$ cat src/hw/rtl/tes_pkg.sv
// shared types and constants for the trace event scheduler
// no dependencies
package tes_pkg;

  localparam int NumProfiles       = 16;
  localparam int EntriesPerProfile = 64;
  localparam int NumSlots          = 16;

  typedef enum logic [1:0] {
    REQ_LOAD  = 2'd0,
    REQ_SCHED = 2'd1,
    REQ_POP   = 2'd2,
    REQ_NONE  = 2'd3
  } req_e;

  typedef enum logic [2:0] {
    ST_IDLE,
    ST_SCAN,
    ST_READ,
    ST_UPDATE,
    ST_OUT
  } state_e;

  // adds a signed delay to a date, saturating to the unsigned range
  function automatic logic [31:0] add_delay(logic [31:0] due, logic [31:0] dly);
    logic [32:0] sum;
    logic [32:0] dif;
    begin
      sum = {1'b0, due} + {1'b0, dly};
      dif = {1'b0, due} - {1'b0, (~dly) + 32'd1};
      if (dly[31]) begin
        add_delay = dif[32] ? 32'd0 : dif[31:0];
      end else begin
        add_delay = sum[32] ? 32'hFFFF_FFFF : sum[31:0];
      end
    end
  endfunction

endpackage

$ cat src/hw/rtl/tes_cell.sv
// one slot cell of the minimum-search chain; compares its slot with the
// candidate passed from the left neighbor. depends on tes_pkg
module tes_cell
  import tes_pkg::*;
#(
  parameter int SlotW = 4
) (
  input  logic             active_i,
  input  logic [31:0]      due_i,
  input  logic [SlotW-1:0] idx_i,
  input  logic             any_i,
  input  logic [31:0]      best_due_i,
  input  logic [SlotW-1:0] best_idx_i,
  output logic             any_o,
  output logic [31:0]      best_due_o,
  output logic [SlotW-1:0] best_idx_o
);

  logic take;

  assign take       = active_i && (!any_i || (due_i < best_due_i));
  assign any_o      = any_i | active_i;
  assign best_due_o = take ? due_i : best_due_i;
  assign best_idx_o = take ? idx_i : best_idx_i;

endmodule

$ cat config.mk
export PLATFORM = sky130hd
export DESIGN_NAME = tes_cell
export DESIGN_NICKNAME = d
export VERILOG_FILES = /design/src/hw/rtl/tes_pkg.sv /design/src/hw/rtl/tes_cell.sv
export SDC_FILE = /design/constraint.sdc
export NUM_CORES = 1
export LEC_CHECK = 0
export BUFFER_PORTS_ARGS = -buffer_cell sky130_fd_sc_hd__clkbuf_2
export CORE_MARGIN = 10
export CORE_UTILIZATION = 42
export DETAILED_ROUTE_END_ITERATION = 7
export GPL_TIMING_DRIVEN = 0
export PLACE_DENSITY = 0.88
export SLEW_MARGIN = 20
export SYNTH_ARGS = -nofsm -noshare
export SYNTH_HDL_FRONTEND = slang
export SYNTH_SLANG_ARGS = --single-unit
$ cat constraint.sdc
create_clock -name vclk -period 4.3
set_clock_uncertainty 0.2 [all_clocks]
set_input_delay 0.645 -clock vclk [all_inputs]
set_output_delay 0.645 -clock vclk [all_outputs]
set_load 0.02 [all_outputs]
# Word-level counts from Yosys, hierarchy flattened

Cells that the tools add are included.
Widths: inputs -> output; s select.

$lt $le $gt $ge: 1
Mux-type cells: 2
Bitwise gates (word level): 1
Reduce and logical (&&, ||, !) cells: 3

Operators by type and width:

| kind              | number |
|---|---|
| $lt 32x32->1      | 1 |
| $mux 32           | 1 |
| $mux 4            | 1 |
| $logic_and 1x1->1 | 1 |
| $logic_not 1->1   | 1 |
| $logic_or 1x1->1  | 1 |
| $or 1x1->1        | 1 |

Register bits after elaboration: 0
Input bits: 74
Word-level logic and storage cells: 7

# Longest topological paths before layout

Word-level depth: 4
Gate-level depth with buffers: 9
Depth with buffers taken out: 8

# Least setup slack after synthesis

Ideal clock, no wire load.

Path type: input -> output
Start: in best_due_i[13]
End: out best_due_o[10]
Data arrival time: 2.727 ns
Setup slack: 0.728 ns
Stages: 9
Path buffers: 1
Cells stage by stage: inv_1 ha_1 a211oi_2 nor2_1 a2111o_1 a311o_1 a22oi_4 buf_8 mux2_4

Cells in the longest elaborated chain, start to end: 4

RTL lines:

| what              | line           | source |
|---|---|---|
| from (decl)       | tes_cell.sv:12 | `input logic [31:0] best_due_i,` |
| $lt 32x32->1      | tes_cell.sv:21 | `assign take = active_i && (!any_i \|\| (due_i < best_due_i));` |
| $logic_or 1x1->1  | tes_cell.sv:21 |  |
| $logic_and 1x1->1 | tes_cell.sv:21 |  |
| $mux 32           | tes_cell.sv:23 | `assign best_due_o = take ? due_i : best_due_i;` |
| to (decl)         | tes_cell.sv:15 | `output logic [31:0] best_due_o,` |

No other way between the ends.

# Final worst setup path

Start: in best_due_i[13]
End: out best_due_o[23]

Same word-level chain as after synthesis.

==> impl_table.tex <==
\begin{tabular}{lr}
\hline
Metric & Value \\
\hline
\multicolumn{2}{l}{\textbf{Global routing}} \\
\quad Via count of the first global-routing pass & 1663 \\
\quad Number of antenna violations at the first check in global routing & 0 \\
\quad Maximum number of pins on one net before global-route repair & 11 \\
\quad First-pass GRT wire length & 7189 um \\
\quad Gr usage total & 13.62\% \\
\quad Leftover overflow at the end of global routing & 0 \\
\multicolumn{2}{l}{\textbf{Final layout}} \\
\quad Fill cell total of the finished layout & 281 \\
\quad Number of sequential cells in the layout & 0 \\
\quad Cell area after layout & 1982 um2 \\
\quad Final instance count without filler cells & 305 \\
\quad Clock buffers & 0 \\
\quad Storage element area & 0 um2 \\
\quad Layout overhead on the synthesized area & 44.53\% \\
\quad Ratio of cells with drive above 1 in the final layout & 58.62\% \\
\quad Area occupied by multi-input gates & 1206 um2 \\
\quad Number of antenna cells inserted & 0 \\
\quad Final-stage net count & 368 \\
\multicolumn{2}{l}{\textbf{Power and ir drop}} \\
\quad Leakage component of the power & 1.269 nW \\
\quad Pwr/cell area & 151.1 nW/um2 \\
\quad Tot Pwr & 0.0002994 W \\
\quad Highest ir drop seen on vdd & 0.08557 mV \\
\multicolumn{2}{l}{\textbf{Die}} \\
\quad Site Rows & 20 \\
\quad Die area & 5951 um2 \\
\quad \# IOs & 111 \\
\quad Floorplan Core Area & 3078 um2 \\
\quad Width of the chip & 77.14 um \\
\quad Die Span Y & 77.14 um \\
\quad Initial Util & 44.55\% \\
\multicolumn{2}{l}{\textbf{Job}} \\
\quad Max-cap check violation count & 0 \\
\multicolumn{2}{l}{\textbf{Critical path}} \\
\quad Cell with the largest stage delay on the worst path & a2111o\_1 \\
\quad Kind of cell adding the most delay to the critical path & compound AO/OA/AOI/OAI gates \\
\quad Buffers and inverters on the worst path & 4 \\
\quad Kind of end point of the critical path & output pin \\
\quad Classification of the worst setup path & in -> out \\
\quad Crit-path max FO & 10 \\
\quad Most prevalent standard cell on the critical path & clkbuf\_2 \\
\quad Longest individual stage delay on the worst path & 0.37 ns \\
\quad Element type at the critical path start & input port \\
\quad Critical-path cell list & clkbuf\_2 -> inv\_1 -> ha\_1 -> a211oi\_2 -> nor2\_1 -> a2111o\_1 -> a311o\_1 -> a22oi\_4 -> buf\_8 -> mux2\_4 -> clkbuf\_2 \\
\quad Required time of the critical path & 3.45 ns \\
\quad WP data arrival & 3.09 ns \\
\multicolumn{2}{l}{\textbf{Timing}} \\
\quad Setup violation total in the final timing report & 0 \\
\quad Relative max-transition margin & 72.26\% \\
\quad Setup repair after global routing missed its margin & no \\
\quad Worst Max-Slew Pin Slew & 0.4161 ns \\
\quad Maximum frequency from static timing analysis & 254.1 MHz \\
\quad Min Clock Period, post-route & 3.935 ns \\
\quad Final Hold Viols & 0 \\
\quad Crit share post-route & 91.51\% \\
\quad Pins over their slew limit & 0 \\
\quad Total negative setup slack & 0 ns \\
\multicolumn{2}{l}{\textbf{Route}} \\
\quad DR iter-0 viols & 30 \\
\quad Post-route DRC violation count & 0 \\
\quad First-pass iteration count of the detailed router & 4 \\
\quad Antenna-violating nets left & 0 \\
\quad Detailed-route via count & 1496 \\
\quad Per-cell routed wire length & 14.33 um \\
\quad Met2 wirelength from detailed routing & 2468 um \\
\quad Via density per instance & 4.905 \\
\quad Uppermost signal routing layer after detailed routing & met3 \\
\quad Total length of routed wires & 4370 um \\
\quad WL met1 & 1534 um \\
\quad Met3 Routed Length & 367 um \\
\multicolumn{2}{l}{\textbf{Min path}} \\
\quad Worst hold-check path type & in -> out \\
\multicolumn{2}{l}{\textbf{Synth}} \\
\quad Fraction of the mapped netlist area in compound gates & 12.14\% \\
\quad Synth warn & 0 \\
\quad Post-Synthesis Cell Area & 1371 um2 \\
\quad Adder-cell share of the synthesized area & 28.28\% \\
\quad Net count of the mapped netlist & 255 \\
\quad Proportion of synthesized area in mux cells & 37.77\% \\
\quad Synthesized instance count & 150 \\
\quad Most instantiated cells after synthesis & inv\_1 (32), ha\_1 (31), mux2\_4 (30) \\
\quad Largest family of logic cells by synthesized area & multiplexers \\
\quad Number of distinct library cells after synthesis & 25 \\
\quad Cell type contributing the most total cell area after synthesis & mux2\_4 \\
\quad Post-synthesis share of cell area spent on and, or, nand and nor gates & 9.763\% \\
\quad Share of the synthesized netlist area taken by xor and xnor gates & 0\% \\
\quad Ranking of synthesized cells by area & mux2\_4 (33\%), ha\_1 (28\%), inv\_1 (8.8\%) \\
\quad Share of Yosys cell area claimed by the top area cell type & 32.85\% \\
\quad Mean Syn Cell Area & 9.142 um2 \\
\quad Count leader, synth & inv\_1 \\
\quad Sequential share of the synthesized area & 0\% \\
\multicolumn{2}{l}{\textbf{Placement}} \\
\quad Global placer's final weighted congestion & 0.7783 \\
\quad Area post-placement & 1982 um2 \\
\quad Placed instance count & 305 \\
\quad Detail Placement HPWL & 4150 um \\
\quad Total of buffers placed on input and output ports & 111 \\
\multicolumn{2}{l}{\textbf{Clock tree}} \\
\quad Post-CTS Repair Setup Buffers & 0 \\
\quad Resize count post-CTS & 0 \\
\quad Post-CTS Hold Buffers & 0 \\
\multicolumn{2}{l}{\textbf{Outcome}} \\
\quad Run status & finished, final reports clean \\
\hline
\end{tabular}
-- path summary, 6_finish.rpt --
path / startpoint / end / depth (start not counted)
setup / recovery: best_due_i[13] / best_due_o[23] / 11
hold / removal: best_idx_i[3] / best_idx_o[3] / 3
-- layer usage --
| layer | track usage (%) | vias up |
|---|---|---|
| met2 | 28.18 | 58 |
| met5 | 0 | - |
| met3 | 4.079 | 0 |
| li1 | - | 765 |
| met1 | 13.26 | 673 |
| met4 | 0.5474 | 0 |
-- cells by family after synthesis --
| family | after synthesis |
|---|---|
| mux | 36 |
| buf+inv | 35 |
| fa+ha+maj | 31 |
| simple gates | 25 |
| compound gates | 23 |
-- cells in the final DEF, fill, tap and decap left out, drive strengths merged, types with 2 or more instances in the layout --
cell and instances:
buf 3, clkbuf 111, o21ai 4, and3 2
mux2 36, nand3 5, nand2 5, a21oi 9
a211oi 2, inv 32, nand4 6, a21o 2
ha 31, nor2 3
-- where the power goes --
group	switching, W	leakage (nW)	internal (W)
Combinational	0.000151	1.27	0.000148
Clock	0	0	0
Sequential	0	0	0
-- stage by stage --
step / worst slack (ns) / util, % / hold slack, ns
after floorplan: 0.7280 / - / 1.230
after global placement: 0.3686 / 64.39 / 1.444
after detailed placement: 0.3276 / 64.39 / 1.451
after CTS: 0.3370 / 64.39 / 1.453
after global routing: 0.2163 / 64.39 / 1.468
final: 0.3651 / 64.39 / 1.449
-- final cells by class --
type | count | area share, %
Buffer | 3 | 2.273
Inverter | 32 | 6.061
Multi-Input combinational cell | 115 | 60.86
Tap cell | 44 | 2.778
Timing Repair Buffer | 111 | 28.03
Power figures use the tool's default switching activity.
